==> src/hdl/fcp_ram.sv <==
// ----------------------------------------------------------------------------
// fcp_ram
// Generic simple dual-port RAM: one write port, one registered read port.
// ----------------------------------------------------------------------------
module fcp_ram #(
  parameter int WIDTH = 8,
  parameter int DEPTH = 16
) (
  input  logic                     clk_i,
  input  logic                     we_i,
  input  logic [$clog2(DEPTH)-1:0] waddr_i,
  input  logic [WIDTH-1:0]         wdata_i,
  input  logic [$clog2(DEPTH)-1:0] raddr_i,
  output logic [WIDTH-1:0]         rdata_o
);

  logic [WIDTH-1:0] mem_q [DEPTH];

  // Write and read, read data registered
  always_ff @(posedge clk_i) begin
    if (we_i) begin
      mem_q[waddr_i] <= wdata_i;
    end
    rdata_o <= mem_q[raddr_i];
  end

endmodule

==> config.mk <==
export PLATFORM = sky130hd
export DESIGN_NAME = fcp_ram
export DESIGN_NICKNAME = d
export VERILOG_FILES = /design/src/hdl/fcp_ram.sv
export SDC_FILE = /design/constraint.sdc
export NUM_CORES = 1
export LEC_CHECK = 0
export BUFFER_PORTS_ARGS = -buffer_cell sky130_fd_sc_hd__buf_2
export CAP_MARGIN = 20
export CORE_MARGIN = 1.5
export CORE_UTILIZATION = 65
export CTS_CLUSTER_SIZE = 16
export DETAILED_ROUTE_END_ITERATION = 10
export PLACE_DENSITY = 0.84
export SETUP_SLACK_MARGIN = 0.4
export SLEW_MARGIN = 0
export SYNTH_ARGS = -nofsm -noshare
export SYNTH_HDL_FRONTEND = slang
export SYNTH_SLANG_ARGS = --single-unit
==> constraint.sdc <==
create_clock -name clk_i -period 4.2 [get_ports clk_i]
set_input_delay 0.21 -clock clk_i [delete_from_list [all_inputs] [get_ports clk_i]]
set_output_delay 0.21 -clock clk_i [all_outputs]
set_load 0.05 [all_outputs]
==> results.json <==
{
  "hp-start": "wdata_i[1]",
  "finalHoldViolCount": 0,
  "slowest_stage": "buf_2",
  "syn2layout_area_growth_pct": 14.10,
  "worstSetupStartpointType": "input port",
  "die_h_microns": 91.99,
  "setup_tns_ns": 0,
  "r2r_start": "mem_q[4][1]",
  "wirelength_microns": 9987,
  "dr.first_iter.drc_count": 337,
  "path_max_fanout": 32,
  "design_area_sq_um": 5873,
  "syn_nets": 247,
  "slew_headroom_pct": 32.22,
  "crit_chain": "buf_2 -> mux4_1 -> a22oi_1 -> nand2_1",
  "fillers": 424,
  "outcome": "finished clean",
  "grt_pass1_wl_microns": 14900,
  "firstDrtPassIters": 5,
  "cp_data_required_time_ns": 4.60,
  "cts_hold_buf": 0,
  "drt-wirelength-per-cell_microns": 26.14,
  "nets": 285,
  "p_leak_nw": 1.977,
  "rows": 32,
  "worstPathArrival_ns": 2.02,
  "root_buffer": "clkbuf_8",
  "cts_sinks": 136,
  "numCtsBuffers": 17,
  "cts_setup_buffers": 0,
  "final_core_util_pct": 76.40,
  "place_ws_ns": 2.001,
  "setup.worst_path.end_class": "flop",
  "power_density_nw_per_um2": 513.0,
  "critPathMaxStageDelay_ns": 0.75,
  "vdd_drop_max_mv": 0.4875,
  "vias": 2504,
  "power_switching_share_pct": 21.04,
  "ys_warn_count": 0,
  "hold_class": "in -> reg",
  "antenna_cells": 0,
  "cp-startpoint": "raddr_i[0]",
  "period_minus_slack_ns": 1.621,
  "grt_remaining_overflow": 0,
  "p_sw_w": 0.0006340,
  "setup_viol": 0,
  "avgViaCountPerCell": 6.555,
  "worst_pin_slew_ns": 1.013,
  "clkTransAtPathRegs_ns": 0.06,
  "ios": 26,
  "place_area_sq_um": 5341,
  "cts_tree": "built",
  "place.gp.congestion": 0.7388,
  "cts_buffer_depth": 2,
  "setup_ws_ns": 2.579,
  "grt_max_degree": 33,
  "initial_utilization_pct": 66.96,
  "htreeDepth": 4,
  "port-buffer-count": 25,
  "layout-drive-gt1-share_pct": 27.14,
  "synth_area_sq_um": 5147,
  "internal-power_w": 0.002379,
  "fin_skew_ns": 0.01105,
  "p_seq_share_pct": 50.7,
  "min_period_over_period_pct": 38.60,
  "final_cell_mix": "128 x edfxtp_1, 26 x buf_2, 18 x mux4_2, 16 x a22oi_1, 16 x clkbuf_16",
  "ant_nets": 0,
  "synthesis.instances": 229,
  "rsz0062_at_grt": "false",
  "cts_resized": 0,
  "dp_hpwl_microns": 5670,
  "grt_pass1_vias": 2518,
  "synth_cell_types": 19,
  "die-area_sq_um": 8462,
  "p_comb_share_pct": 5.4,
  "seq_area_frac_synth_pct": 77.78,
  "ys_ff_latch": 136,
  "grt_antenna_before_repair": 0,
  "fmax_mhz": 616.9,
  "clock_latency_ns": 0.53,
  "route.detailed.drc": 0,
  "slew_violations": 0,
  "grtUsageTotal_pct": 26.14,
  "syn_area_per_cell_sq_um": 22.48,
  "die_w_microns": 91.99,
  "layout_commonest_cell": "edfxtp_1",
  "core_sq_um": 7687,
  "clkPwrFrac_pct": 43.8,
  "maxCapViolations": 0,
  "crit_type": "in -> reg"
}
-- worst paths after layout --
| check | slack [ns] | end | cells past startpoint |
|---|---|---|---|
| worst max-delay path | 2.58 | rdata_o[1] | 4 |
| worst min-delay path | 0.07 | mem_q[5][1] | 1 |
| worst max register to register | 2.80 | rdata_o[1] | 3 |
| worst min register to register | 0.70 | rdata_o[4] | 3 |
-- metrics by stage --
step                cells  total power (W)  hold slack [ns]
finish                382         0.003013          0.06758
CTS                   382         0.003022          0.04994
global route          382         0.003090          0.05931
global placement      349         0.001711           0.5944
detailed placement    350         0.001717           0.5997
floorplan             229         0.001661           0.3089
-- cell families after synthesis --
kind of cell           Yosys count  synth area share [%]
DFF                            136                 77.78
muxes                           32                 15.02
and+or+nand+nor                 35                 3.184
AOI/OAI and AO/OA               16                 2.334
buffers and inverters           10                 1.677
-- cells in the mapped netlist (all sizes together) --
cell           count  area (sq um)
edfxtp           128          3844
clkdlybuf4s25      3         30.03
mux4              32         773.2
or3b               1         8.760
nor2b              1         6.260
a22oi             16         120.1
buf                7         56.30
dfxtp              8         160.2
nand2b             2         12.51
nor3               4         20.02
nand3              1         5.000
nor2              13         48.80
nand2              9         33.78
nand3b             2         15.01
and2b              1         7.510
and2               1         6.260
-- critical path, delay by kind of cell --
kind,cells,cell delay [ns]
compound gates,1,0.23
buf+inv,1,0.75
mux,1,0.70
simple gates,1,0.10
-- layout make-up --
class	instances	area (sq um)	area share [%]
Clock buffer	22	452.9	7.712
Clock inverter	10	78.83	1.342
Multi-Input combinational cell	83	1057	18.00
Sequential cell	136	4004	68.17
Tap cell	102	127.6	2.173
Timing Repair Buffer	29	152.6	2.599
-- power by group through the flow --
stage               registers (W)  clock network, W  logic [W]
CTS                       0.00153           0.00133   0.000165
floorplan                 0.00158                 0  0.0000770
detailed placement        0.00156                 0   0.000162
finish                    0.00153           0.00132   0.000164
global route              0.00153           0.00139   0.000174
global placement          0.00155                 0   0.000157
-- routing by layer --
layer	up-vias	wire (microns)	track usage (%)
li1	1050	-	-
met1	1269	4039	37.10
met2	172	4894	39.63
met3	13	939	9.370
met4	0	112	6.795
met5	-	0	0
-- state kept, by name, summed over array words and instances (netlist names) --
signal and flops:
rdata_o 8, mem_q 128
Note: power is estimated with default switching activity, not from simulation.
